[src/rtl/core/bcf_pkg.sv]
// Package for the Bezier curve flattener: constants, types and the
// controller/datapath command and status structs. No dependencies.
`default_nettype none
package bcf_pkg;
    localparam int unsigned MaxSegments = 64;
    localparam int unsigned MinSegments = 20;
    localparam int unsigned SetW        = 7;
    localparam int unsigned CoordW      = 32;
    localparam int unsigned WeightW     = 17;  // 0..65536

    typedef enum logic [2:0] {
        ST_IDLE,
        ST_WEIGHT,
        ST_EVAL,
        ST_OUT
    } t_state;

    // Controller to datapath.
    typedef struct packed {
        logic load;       // capture the segment
        logic wt_start;   // start weight division for current index
        logic eval_start; // start term evaluation
        logic out_load;   // move the finished point to the output register
    } t_cmd;

    // Datapath to controller.
    typedef struct packed {
        logic wt_done;
        logic eval_done;
    } t_sts;
endpackage
`default_nettype wire

[src/rtl/core/bcf_ctrl.sv]
// Controller for the Bezier curve flattener: sequences index, weight
// division, term evaluation and output. Depends on bcf_pkg.
`default_nettype none
module bcf_ctrl #(
    parameter int unsigned MAX_SEGMENTS = bcf_pkg::MaxSegments
) (
    input  wire logic                  i_clk,
    input  wire logic                  i_rst_n,
    input  wire logic                  i_in_valid,
    output logic                       o_in_ready,
    input  wire logic                  i_out_free,
    input  wire logic [bcf_pkg::SetW-1:0] i_setting,
    input  wire bcf_pkg::t_sts         i_sts,
    output bcf_pkg::t_cmd              o_cmd,
    output logic [bcf_pkg::SetW-1:0]   o_idx,
    output logic [bcf_pkg::SetW-1:0]   o_n,
    output logic                       o_last
);
    import bcf_pkg::*;

    t_state r_state, n_state;
    logic [SetW-1:0] r_idx, n_idx;
    logic [SetW-1:0] r_n, n_n;
    logic [SetW-1:0] w_n_clamp;

    // clamp requested segment count
    always_comb begin
        if (i_setting < SetW'(MinSegments)) begin
            w_n_clamp = SetW'(MinSegments);
        end else if (i_setting > SetW'(MAX_SEGMENTS)) begin
            w_n_clamp = SetW'(MAX_SEGMENTS);
        end else begin
            w_n_clamp = i_setting;
        end
    end

    always_ff @(posedge i_clk) begin
        if (!i_rst_n) begin
            r_state <= ST_IDLE;
            r_idx   <= '0;
            r_n     <= SetW'(MinSegments);
        end else begin
            r_state <= n_state;
            r_idx   <= n_idx;
            r_n     <= n_n;
        end
    end

    // next state and commands
    always_comb begin
        n_state    = r_state;
        n_idx      = r_idx;
        n_n        = r_n;
        o_cmd      = '0;
        o_in_ready = 1'b0;
        case (r_state)
            ST_IDLE: begin
                o_in_ready = 1'b1;
                if (i_in_valid) begin
                    o_cmd.load     = 1'b1;
                    n_n            = w_n_clamp;
                    n_idx          = SetW'(1);
                    n_state        = ST_WEIGHT;
                end
            end
            ST_WEIGHT: begin
                if (i_sts.wt_done) begin
                    o_cmd.eval_start = 1'b1;
                    n_state          = ST_EVAL;
                end
            end
            ST_EVAL: begin
                if (i_sts.eval_done) begin
                    n_state = ST_OUT;
                end
            end
            ST_OUT: begin
                if (i_out_free) begin
                    o_cmd.out_load = 1'b1;
                    if (r_idx == r_n) begin
                        n_state = ST_IDLE;
                    end else begin
                        n_idx   = r_idx + SetW'(1);
                        n_state = ST_WEIGHT;
                    end
                end
            end
            default: n_state = ST_IDLE;
        endcase
        o_cmd.wt_start = (r_state == ST_IDLE && i_in_valid) ||
                         (r_state == ST_OUT && i_out_free && r_idx != r_n);
    end

    assign o_idx  = (r_state == ST_IDLE) ? SetW'(1) : n_idx;
    assign o_n    = (r_state == ST_IDLE) ? w_n_clamp : r_n;
    assign o_last = (r_idx == r_n);

    ap_idx_range: assert property (@(posedge i_clk) disable iff (!i_rst_n)
        r_state != ST_IDLE |-> (r_idx != '0 && r_idx <= r_n))
        else $error("index out of range");
    ap_n_range: assert property (@(posedge i_clk) disable iff (!i_rst_n)
        r_n >= SetW'(MinSegments) && r_n <= SetW'(MAX_SEGMENTS))
        else $error("segment count out of range");
    ap_load_idle: assert property (@(posedge i_clk) disable iff (!i_rst_n)
        o_cmd.load |-> r_state == ST_IDLE)
        else $error("load outside idle");
endmodule
`default_nettype wire

[src/rtl/core/bcf_dpath.sv]
// Datapath for the Bezier curve flattener: weight divider, shared
// multiplier sequencing the Bernstein terms, summing and saturation.
// Depends on bcf_pkg.
`default_nettype none
module bcf_dpath (
    input  wire logic                      i_clk,
    input  wire logic                      i_rst_n,
    input  wire bcf_pkg::t_cmd             i_cmd,
    output bcf_pkg::t_sts                  o_sts,
    input  wire logic [bcf_pkg::SetW-1:0]  i_idx,
    input  wire logic [bcf_pkg::SetW-1:0]  i_n,
    input  wire logic                      i_cmd_cubic,
    input  wire logic [8*bcf_pkg::CoordW-1:0] i_pts, // sx,sy,c1x,c1y,c2x,c2y,ex,ey
    output logic signed [bcf_pkg::CoordW-1:0] o_px,
    output logic signed [bcf_pkg::CoordW-1:0] o_py
);
    import bcf_pkg::*;

    localparam int unsigned AccW  = 38;
    localparam int unsigned ProdW = AccW + WeightW + 1;

    // captured segment
    logic signed [CoordW-1:0] r_pt [8];
    logic                     r_cubic;

    always_ff @(posedge i_clk) begin
        if (i_cmd.load) begin
            for (int k = 0; k < 8; k++) begin
                r_pt[k] <= i_pts[k*CoordW +: CoordW];
            end
            r_cubic <= i_cmd_cubic;
        end
    end

    // restoring divider: a = floor(idx*65536/n), one quotient bit a cycle
    localparam int unsigned DivBits = WeightW;
    logic [SetW+DivBits-1:0] r_dnum;
    logic [SetW:0]           r_rem;
    logic [WeightW-1:0]      r_quo;
    logic [SetW-1:0]         r_dden;
    logic [4:0]              r_dcnt;
    logic                    r_dbusy;
    logic                    r_wdone;
    logic [SetW:0]           w_rsh;

    assign w_rsh = {r_rem[SetW-1:0], r_dnum[SetW+DivBits-1]};

    // done flag rises once the last quotient bit has landed
    always_ff @(posedge i_clk) begin
        if (!i_rst_n) begin
            r_dbusy <= 1'b0;
            r_dcnt  <= '0;
            r_wdone <= 1'b0;
        end else begin
            r_wdone <= r_dbusy && (r_dcnt == 5'd1);
            if (i_cmd.wt_start) begin
                r_dbusy <= 1'b1;
                r_dcnt  <= 5'(SetW + DivBits);
            end else if (r_dbusy) begin
                r_dcnt <= r_dcnt - 5'd1;
                if (r_dcnt == 5'd1) begin
                    r_dbusy <= 1'b0;
                end
            end
        end
    end

    always_ff @(posedge i_clk) begin
        if (i_cmd.wt_start) begin
            r_dnum <= {i_idx, {(DivBits){1'b0}}} >> 1;
            r_dden <= i_n;
            r_rem  <= '0;
            r_quo  <= '0;
        end else if (r_dbusy) begin
            r_dnum <= r_dnum << 1;
            if (w_rsh >= {1'b0, r_dden}) begin
                r_rem <= w_rsh - {1'b0, r_dden};
                r_quo <= {r_quo[WeightW-2:0], 1'b1};
            end else begin
                r_rem <= w_rsh;
                r_quo <= {r_quo[WeightW-2:0], 1'b0};
            end
        end
    end

    assign o_sts.wt_done = r_wdone;

    // evaluation sequencer: term t, step s on axis ax
    logic [WeightW-1:0] w_a, w_b;
    assign w_a = r_quo;
    assign w_b = WeightW'(17'd65536) - r_quo;

    logic signed [AccW-1:0] r_sum;
    logic signed [CoordW-1:0] r_resx;
    logic               r_mvalid;
    logic signed [ProdW-1:0] r_prod;
    logic [1:0]         r_pterm;
    logic [1:0]         r_pstep;
    logic               r_pax;
    logic               r_edone;

    logic [1:0] w_nterm, w_nsteps;
    assign w_nterm  = r_cubic ? 2'd3 : 2'd2;
    assign w_nsteps = r_cubic ? 2'd3 : 2'd2;

    // weight for term t at step s (count of a factors = t)
    function automatic logic use_a(input logic [1:0] t, input logic [1:0] s);
        use_a = (s < t);
    endfunction

    // point index for term t on axis ax
    function automatic logic [2:0] pidx(input logic cub, input logic [1:0] t,
                                        input logic ax);
        logic [2:0] base;
        if (!cub && t == 2'd2) begin
            base = 3'd3;
        end else begin
            base = {1'b0, t};
        end
        pidx = {base[1:0], ax};
    endfunction

    logic signed [AccW-1:0]   w_floor;
    logic signed [AccW+1:0]   w_scaled;
    logic signed [AccW-1:0]   w_sum_n;
    logic signed [CoordW-1:0] w_sat;
    logic                     w_chain_end;

    assign w_floor     = AccW'(r_prod >>> 16);
    assign w_chain_end = (r_pstep == w_nsteps - 2'd1);

    always_comb begin
        if ((r_cubic && (r_pterm == 2'd1 || r_pterm == 2'd2)) ||
            (!r_cubic && r_pterm == 2'd1)) begin
            w_scaled = r_cubic ? (AccW+2)'(w_floor) * 3 : (AccW+2)'(w_floor) * 2;
        end else begin
            w_scaled = (AccW+2)'(w_floor);
        end
        w_sum_n = r_sum + AccW'(w_scaled);
        if (w_sum_n > AccW'(64'sh7FFFFFFF)) begin
            w_sat = 32'sh7FFFFFFF;
        end else if (w_sum_n < -AccW'(64'sh80000000)) begin
            w_sat = 32'sh80000000;
        end else begin
            w_sat = w_sum_n[CoordW-1:0];
        end
    end

    // multiply stage: issue one product per cycle when the previous lands
    always_ff @(posedge i_clk) begin
        if (!i_rst_n) begin
            r_mvalid <= 1'b0;
            r_edone  <= 1'b0;
        end else begin
            r_edone <= 1'b0;
            if (i_cmd.eval_start) begin
                r_mvalid <= 1'b1;
            end else if (r_mvalid) begin
                r_mvalid <= !(w_chain_end && r_pterm == w_nterm && r_pax);
                if (w_chain_end && r_pterm == w_nterm && r_pax) begin
                    r_edone <= 1'b1;
                end
            end
        end
    end

    always_ff @(posedge i_clk) begin
        if (i_cmd.eval_start) begin
            r_sum   <= '0;
            r_pterm <= '0;
            r_pstep <= '0;
            r_pax   <= 1'b0;
            r_prod  <= ProdW'(AccW'(r_pt[pidx(r_cubic, 2'd0, 1'b0)])) *
                       $signed({1'b0, w_b});
        end else if (r_mvalid) begin
            logic signed [AccW-1:0] v;
            logic [1:0] t, s;
            logic       ax;
            v  = w_floor;
            t  = r_pterm;
            s  = r_pstep + 2'd1;
            ax = r_pax;
            if (w_chain_end) begin
                s = '0;
                if (r_pterm == w_nterm) begin
                    t  = '0;
                    ax = 1'b1;
                    r_resx <= w_sat;
                    r_sum  <= '0;
                end else begin
                    t = r_pterm + 2'd1;
                    r_sum <= w_sum_n;
                end
                v = AccW'(r_pt[pidx(r_cubic, t, ax)]);
            end
            r_pterm <= t;
            r_pstep <= s;
            r_pax   <= ax;
            r_prod  <= ProdW'(v) * $signed({1'b0, use_a(t, s) ? w_a : w_b});
            if (w_chain_end && r_pterm == w_nterm && r_pax) begin
                o_px <= r_resx;
                o_py <= w_sat;
            end
        end
    end

    assign o_sts.eval_done = r_edone;

    ap_div_eval: assert property (@(posedge i_clk) disable iff (!i_rst_n)
        r_dbusy |-> !r_mvalid) else $error("weight changed during evaluation");
    ap_done_once: assert property (@(posedge i_clk) disable iff (!i_rst_n)
        r_edone |=> !r_edone) else $error("repeated evaluation done");
    ap_quo_range: assert property (@(posedge i_clk) disable iff (!i_rst_n)
        r_mvalid |-> r_quo <= WeightW'(17'd65536)) else $error("weight above one");
endmodule
`default_nettype wire

[src/rtl/core/bezier_curve_flattener.sv]
// Bezier curve flattener: n points per curve at a = idx/n, Q16.16.
// Per point: weight division, then 2*4*3 (cubic) or 2*3*2 (quadratic) products
// through one 38x18 multiplier, then the output register; one curve at a time.
// Synchronous active-low reset clears control; segment_setting resets to 0.
`default_nettype none
module bezier_curve_flattener #(
    parameter int unsigned MAX_SEGMENTS = bcf_pkg::MaxSegments
) (
    input  wire logic         i_clk,
    input  wire logic         i_rst_n,
    input  wire logic         i_cfg_valid,
    output logic              o_cfg_ready,
    input  wire logic [6:0]   i_cfg_data,     // segment_setting
    input  wire logic         s_axis_tvalid,
    output logic              s_axis_tready,
    input  wire logic [255:0] s_axis_tdata,   // start_x,start_y,ctrl1_x,ctrl1_y,
                                              // ctrl2_x,ctrl2_y,end_x,end_y
    input  wire logic         s_axis_tuser,   // cmd
    output logic              m_axis_tvalid,
    input  wire logic         m_axis_tready,
    output logic [63:0]       m_axis_tdata,   // point_x, point_y
    output logic              m_axis_tlast    // last_point
);
    import bcf_pkg::*;

    logic [SetW-1:0] r_setting;
    t_cmd            w_cmd;
    t_sts            w_sts;
    logic [SetW-1:0] w_idx, w_n;
    logic            w_last, w_out_free;
    logic signed [CoordW-1:0] w_px, w_py;

    assign o_cfg_ready = 1'b1;
    always_ff @(posedge i_clk) begin
        if (!i_rst_n) begin
            r_setting <= '0;
        end else if (i_cfg_valid) begin
            r_setting <= i_cfg_data;
        end
    end

    bcf_ctrl #(.MAX_SEGMENTS(MAX_SEGMENTS)) u_ctrl (
        .i_clk, .i_rst_n,
        .i_in_valid (s_axis_tvalid),
        .o_in_ready (s_axis_tready),
        .i_out_free (w_out_free),
        .i_setting  (r_setting),
        .i_sts      (w_sts),
        .o_cmd      (w_cmd),
        .o_idx      (w_idx),
        .o_n        (w_n),
        .o_last     (w_last)
    );

    bcf_dpath u_dpath (
        .i_clk, .i_rst_n,
        .i_cmd       (w_cmd),
        .o_sts       (w_sts),
        .i_idx       (w_idx),
        .i_n         (w_n),
        .i_cmd_cubic (s_axis_tuser),
        .i_pts       (s_axis_tdata),
        .o_px        (w_px),
        .o_py        (w_py)
    );

    // output register
    logic r_ovalid;
    assign w_out_free = !r_ovalid || m_axis_tready;
    always_ff @(posedge i_clk) begin
        if (!i_rst_n) begin
            r_ovalid <= 1'b0;
        end else if (w_cmd.out_load) begin
            r_ovalid <= 1'b1;
        end else if (m_axis_tready) begin
            r_ovalid <= 1'b0;
        end
    end
    always_ff @(posedge i_clk) begin
        if (w_cmd.out_load) begin
            m_axis_tdata <= {w_py, w_px};
            m_axis_tlast <= w_last;
        end
    end
    assign m_axis_tvalid = r_ovalid;
endmodule
`default_nettype wire
[config.mk]
export PLATFORM = sky130hd
export DESIGN_NAME = bezier_curve_flattener
export DESIGN_NICKNAME = d
export VERILOG_FILES = /design/src/rtl/core/bcf_pkg.sv /design/src/rtl/core/bcf_ctrl.sv /design/src/rtl/core/bcf_dpath.sv /design/src/rtl/core/bezier_curve_flattener.sv
export SDC_FILE = /design/constraint.sdc
export NUM_CORES = 2
export LEC_CHECK = 0
export BUFFER_PORTS_ARGS = -buffer_cell sky130_fd_sc_hd__buf_4
export CORE_ASPECT_RATIO = 0.5
export CORE_MARGIN = 3
export CORE_UTILIZATION = 40
export DETAILED_ROUTE_END_ITERATION = 8
export REMOVE_ABC_BUFFERS = 1
export SETUP_SLACK_MARGIN = 0.1
export SYNTH_ARGS = -nofsm -noshare
export SYNTH_HDL_FRONTEND = slang
export SYNTH_SLANG_ARGS = --single-unit
[constraint.sdc]
create_clock -name i_clk -period 12.3 [get_ports i_clk]
set_input_delay 2.46 -clock i_clk [delete_from_list [all_inputs] [get_ports i_clk]]
set_output_delay 2.46 -clock i_clk [all_outputs]
set_load 0.05 [all_outputs]
======== Yosys cells after proc, flatten, opt, wreduce, memory -nomap -nowiden ========
Memory sizes are Yosys's and may differ from the RTL's.
Cells that the tools add are included.
storage, ports and cells
  register bits ........................... 332
  bits in latches ......................... 0
  RAM bits ................................ 256
  bits in read-only memories .............. 0
  input bits .............................. 269
  output and inout bits ................... 68
  word-level logic and storage cells ...... 158
  memories kept ........................... 1
cells by class
  add/sub/neg operators ................... 8
  multiply operators ...................... 3
  div/mod/pow operators ................... 0
  magnitude comparators ................... 6
  eq/ne operators ......................... 15
  shift operators ......................... 0
  muxes and demuxes ....................... 68
  bitwise logic cells ..................... 3
  reductions and logical operators ........ 27
memories
  memory        depth  width  rd ports  clocked after memory_dff  write ports  line             source
  u_dpath.r_pt  8      32     2         0                         8            bcf_dpath.sv:23  logic signed [CoordW-1:0] r_pt [8];
operators with widths
  cell                      number
  $mux W38                  6
  $mux W54                  2
  $mux W32                  2
  $mux W7                   8
  $mul A38 B18 Y54          1
  $mul A32 B18 Y50          1
  $mux W23                  2
  $add A38 B38 Y38          1
  $gt A38 B32 Y1 const B    1
  $lt A38 B32 Y1 const B    1
  $mul A38 B3 Y38 const B   1
  $mux W2                   15
  $mux W1                   24
  $mux W17                  1
  $sub A17 B17 Y17 const A  1
  $pmux W7 S2               1
  $mux W3                   4
  $pmux W3 S4               1
  $mux W5                   2
  $logic_and A1 B1 Y1       9
  $ge A8 B7 Y1              1
  $reduce_and A4 Y1         2
  $add A7 B1 Y7 const B     1
  $eq A7 B7 Y1              1
  other kinds (25)          41

======== Logic depth before layout (Yosys ltp) ========
An unclocked memory read counts as a cell.
  depth in word-level cells ............... 19
  mapped depth ............................ 40
  gate-level depth less buffers ........... 34

======== Cells and area by module ========
From an unflattened synthesis, not the netlist that was laid out.
unflattened totals
  cell total of the unflattened synthesis .. 6,707
  area total of the unflattened synthesis .. 66,776.5 um^2
modules (own cells, without submodules)
  module                  times used  cells an instance  area each (um^2)  seq. area each (um^2)
  bcf_dpath               1           6,442              63,268.2          13,703.1
  bezier_curve_flattener  1           93                 2,265.9           2,112.0
  bcf_ctrl                1           172                1,242.4           320.3

======== Worst setup path after synthesis ========
Ideal clock, no wire load.
  path kind ............................... flip-flop to flip-flop
  from .................................... register u_dpath.r_cubic
  to ...................................... register u_dpath.r_prod[38], data pin
  setup time .............................. 256 ps
  arrival time ............................ 9,171 ps
  data required time ...................... 12,044 ps
  slack ................................... 2,873 ps
  cell stages (with the launch flop) ...... 39
  path buffers ............................ 7
  period minus slack after synthesis ...... 9,427 ps
  path through ............................ edfxtp_1 > buf_4 > nor2_1 > nand2_1 > o21ai_0 > clkbuf_1 > clkbuf_1 > buf_1 > nor2_1 > a21oi_1 > ha_1 > a31oi_1 > clkbuf_1 > nor2_1 > xnor2_1 > clkbuf_1 > clkbuf_1 > nor2_1 > [3 not listed] > fa_1 > fa_1 > inv_1 > fa_1 > inv_1 > fa_1 > inv_1 > ha_1 > a211o_1 > a2111o_1 > o221ai_1 > a31oi_1 > a21oi_1 > nor3b_1 > o21a_1 > o21a_1 > or3_1 > a31o_2
on the way
  word-level cells in the longest chain between the ends .. 19
  elaborated cells between the ends (all ways) .. 34
  classes of those cells .................. add/sub (1); mul (1); order compare (1); eq/ne (3); mux (25); reduce/logical (2); memory (1)
ends and longest elaborated chain
  element                 line                                source
  from (decl)             bcf_dpath.sv:24                     logic r_cubic;
  from (signal assigned)  bcf_dpath.sv:31                     r_cubic <= i_cmd_cubic;
  $mux W1                 bcf_dpath.sv:103, bcf_dpath.sv:104
  $eq A2 B2 Y1            bcf_dpath.sv:185                    if (r_pterm == w_nterm) begin
  $mux W2                 bcf_dpath.sv:185
  $mux W2                 bcf_dpath.sv:183                    if (w_chain_end) begin
  $mux W2                 bcf_dpath.sv:175                    end else if (r_mvalid) begin
  $mux W2                 bcf_dpath.sv:168                    if (i_cmd.eval_start) begin
  $eq A2 B2 Y1            bcf_dpath.sv:115                    if (!cub && t == 2'd2) begin
  $logic_and A1 B1 Y1     bcf_dpath.sv:115
  [3 not listed]          -
  $mux W2                 bcf_dpath.sv:168
  $mem_v2 Z8 W32          -
  $mux W38                bcf_dpath.sv:183
  $mux W38                bcf_dpath.sv:175
  $mux W38                bcf_dpath.sv:168
  $mul A38 B18 Y54 (*)    bcf_dpath.sv:199                    r_prod <= ProdW'(v) * $signed({1'b0, use_a(t, s) ? w_a : w_b});
  $mux W54 (*)            bcf_dpath.sv:175
  $mux W54 (*)            bcf_dpath.sv:168
  to (signal assigned)    bcf_dpath.sv:173                    r_prod <= ProdW'(AccW'(r_pt[pidx(r_cubic, 2'd0, 1'b0)])) *
  to (signal assigned)    bcf_dpath.sv:199
  to (decl)               bcf_dpath.sv:96                     logic signed [ProdW-1:0] r_prod;
Every way passes the cells marked *; elsewhere a longest branch is shown, timed or not. The select of a mux whose other input is x is not followed.
A chain may end at the register's enable or synchronous reset.

======== Final worst setup path ========
  from .................................... register u_dpath.r_pterm[1]
  to ...................................... register u_dpath.r_prod[51], data pin
on the way
  word-level cells in the longest chain between the ends .. 18
  elaborated cells between the ends (all ways) .. 28
  classes of those cells .................. add/sub (1); mul (1); order compare (1); eq/ne (2); mux (21); reduce/logical (1); memory (1)
ends and longest elaborated chain
  element                                        line                                source
  from (decl)                                    bcf_dpath.sv:97                     logic [1:0] r_pterm;
  from (signal assigned)                         bcf_dpath.sv:196                    r_pterm <= t;
  $add A2 B1 Y2 or $eq A2 B2 Y1 (tied branches)  bcf_dpath.sv:191, bcf_dpath.sv:185
  $mux W2                                        bcf_dpath.sv:185
  $mux W2                                        bcf_dpath.sv:183
  $mux W2                                        bcf_dpath.sv:175
  $mux W2                                        bcf_dpath.sv:168
  $eq A2 B2 Y1                                   bcf_dpath.sv:115
  $logic_and A1 B1 Y1                            bcf_dpath.sv:115
  $mux W2                                        bcf_dpath.sv:115
  [2 not listed]                                 -
  $mux W2                                        bcf_dpath.sv:168
  $mem_v2 Z8 W32                                 -
  $mux W38                                       bcf_dpath.sv:183
  $mux W38                                       bcf_dpath.sv:175
  $mux W38                                       bcf_dpath.sv:168
  $mul A38 B18 Y54 (*)                           bcf_dpath.sv:199
  $mux W54 (*)                                   bcf_dpath.sv:175
  $mux W54 (*)                                   bcf_dpath.sv:168
Marks and branches as above.

==> impl_results.md <==
* IO Port Bufs at 335
* Dpl hpwl at 144100 um
* Slew headroom at 11.31%
* GRT overflow at 0
* First DRT Iteration DRCs at 3313
* Core Region at 0.1649 mm^2
* Worst path top cell family by delay: adder cells
* Clock root cell: clkbuf_16
* Hold_buf cts at 0
* Max-slew violations at 0
* Synth async-reset ratio at 0%
* Inserted Clock Buffers at 59
* Final Hold Fails at 0
* Least-Margin Pin Slew at 1329 ps
* First-pass GRT wire length at 288500 um
* Routed WL at 183400 um
* CP max stage delay at 960 ps
* DR pass1 iterations at 5
* Depth of the worst register-to-register path at 31
* Leading post-synthesis cells by cell area: fa_1 34%, edfxtp_1 21%, inv_1 8.1%
* Hold-critical path endpoint: u_dpath.o_px[23]$_DFFE_PP_
* P&R area growth vs syn at 10.52%
* Clk slew on worst S/H paths at 70 ps
* Worst hold start: u_dpath.r_resx[23]$_DFFE_PP_
* Post-Syn Area at 0.06672 mm^2
* Die area at 0.1720 mm^2
* Row Count at 105
* Arr. time, crit path at 11030 ps
* MaxCap Viol Count at 0
* Clock tree buffer depth at 3
* Sequential element share of the synthesized area at 24.18%
* Layout cells sized above 1 at 10.22%
* CTS tree: done
* Worst skew pair latency at 690 ps
* GP Congestion at 0.9449
* Critical Path Start: u_dpath.r_pterm[1]$_SDFFE_PP0P_
* Share of the synthesized area in the top cell type at 33.57%
* Largest net degree at the start of global routing at 91
* Fillers at 15.77k
* CP dominant cell by count: fa_1
* Vias per std cell at 5.115
* Status: completed
* Antenna Nets Post-Route at 0
* Synthesized area per cell at 9.927 um^2
* Hold Path Depth at 0
* Critical Path RT at 12740 ps
* FF-to-FF setup slack at 1710 ps
* Number of flops mapped to enable cells by yosys at 470
* Critical path startpoint category: flip-flop
* DRC Markers at 0
* Dominant synthesized flop cell: edfxtp_1
* Critical R2R Capture: u_dpath.r_prod[51]$_DFFE_PP_
* Period minus WS final at 10590 ps
* Yosys cell types at 93
* Gates resized, CTS repair at 0
* Final Cycle Share at 86.07%
* Initial antenna violation count at 13
* DR vias at 46.79k
* Worst min path class: reg2reg
* Slowest-stage cell, CP: xor2_2
* Syn. warnings at 0
* FMAX at 0.09446 GHz
* Endpoint type of the worst setup path: flip-flop
* Total track usage at 21.82%
* Peak fanout along the critical path at 50
* Synth cell count leaders: 1446 x inv_1, 1119 x fa_1, 948 x nand2_1, 470 x edfxtp_1, 445 x nor2_1
* RSZ-0062 raised after global routing: no
* Die height at 294.8 um
* Synthesized instance count at 6721
* Sinks on Clock Net at 571
* Htree depth at 2
* Vias in the first global route at 49.19k
* Critical R2R Launch: u_dpath.r_pterm[1]$_SDFFE_PP0P_
* Worst setup path class: reg2reg
* Worst path bufs/invs at 6
* Initial Util at 40.47%
* Post-layout util at 44.73%
* Synth area leader: fa_1
* Most frequent cell after synthesis: inv_1
* Die Wd at 583.6 um
* Num ports at 337
* Final nets at 8650
* Post-detailed-route wirelength per cell at 20.06 um
* Number of buffers added for setup after CTS at 0
* Final number of setup-violating endpoints at 0
* Clk_skew at 26.72 ps
* Yosys reg bits at 571
[placed cells by master, fill, tap and decap left out, drive strengths merged, types with 64 or more instances in the layout]
cell type     n
buf         430
nor2b        70
nor2        445
inv        1457
nand2       948
ha          362
xor2         93
dfxtp       101
and2        132
clkbuf       69
o21a         64
a21o         81
fa         1119
a21oi       164
mux2i       102
edfxtp      470
mux4         64
o21ai       217
xnor2       112
[stage by stage]
stage / std cells / setup TNS (ps) / setup WS (ps) / hold WS (ps) / instance area (um^2)
after floorplan: 6409 / -245980 / -3984 / 400.3 / 65460
after global placement: 9032 / 0 / 1879 / 401.2 / 71810
after detailed placement: 9032 / 0 / 1797 / 404.5 / 71810
after CTS: 9142 / 0 / 1761 / 414.6 / 73730
after global routing: 9143 / 0 / 1151 / 419.4 / 73730
final: 9146 / 0 / 1713 / 411.6 / 73740
[cell families (layout without fill, tap and decap cells)]
logic type | Yosys count | count (layout) | synth area share [%]
xor gates and xnor gates | 205 | 205 | 2.702
muxes | 172 | 172 | 3.792
and+or+nand+nor | 1800 | 1800 | 11.64
adders and majority gates | 1481 | 1481 | 40.36
DFF | 571 | 571 | 24.18
buffers and inverters | 1760 | 1988 | 10.03
other | 1 | 5 | 0.005620
AOI/OAI and AO/OA | 731 | 731 | 7.280
[cell type report]
cell class	count	area (um^2)	area share, %
multi-input cells	4390	44230	59.98
well taps	2193	2744	3.721
repair buffers	430	3253	4.411
inverters	1448	5443	7.381
clock inverters	41	389.1	0.5277
diodes	4	10.01	0.01357
flip-flops and latches	571	16140	21.88
clock buffers	69	1534	2.080
[flip-flops by register name, summed over array words and instances, names as in the netlist, 8 cells and up]
signal	flops
u_dpath.r_pt	256
m_axis_tdata	64
u_dpath.r_prod	38
u_dpath.r_sum	38
u_dpath.o_px	32
u_dpath.o_py	32
u_dpath.r_resx	32
u_dpath.r_quo	17
u_dpath.r_dnum	8
[layer usage]
metal | GRT usage (%) | up-vias | share of wire, %
li1 | - | 21220 | -
met1 | 29.42 | 23946 | 43
met4 | 4.527 | 8 | 2.2
met3 | 4.860 | 236 | 7.8
met5 | 0 | - | 0.031
met2 | 36.20 | 1375 | 47
[worst max-delay path by stage]
stage / depth (start not counted) / endpoint / slack [ps]
2_1_floorplan: 30 / u_dpath.r_prod[38]$_DFFE_PP_ / -3980
3_3_place_gp: 31 / u_dpath.r_prod[51]$_DFFE_PP_ / 1880
3_5_place_dp: 31 / u_dpath.r_prod[51]$_DFFE_PP_ / 1800
4_1_cts: 31 / u_dpath.r_prod[51]$_DFFE_PP_ / 1760
5_1_grt: 30 / u_dpath.r_prod[51]$_DFFE_PP_ / 1150
6_report: 31 / u_dpath.r_prod[51]$_DFFE_PP_ / 1710
[worst register-to-register path: cells and delay by family (launching register included)]
family / cells / cell delay, ps
flops: 1 / 450
fa+ha+maj: 9 / 4450
xor+xnor: 2 / 1110
compound gates: 10 / 2850
buf+inv: 6 / 1010
simple gates: 4 / 470
Power is left out: the tool's default activity adds up to more than one toggle a clock period on the data nets, which glitch-free logic cannot reach.
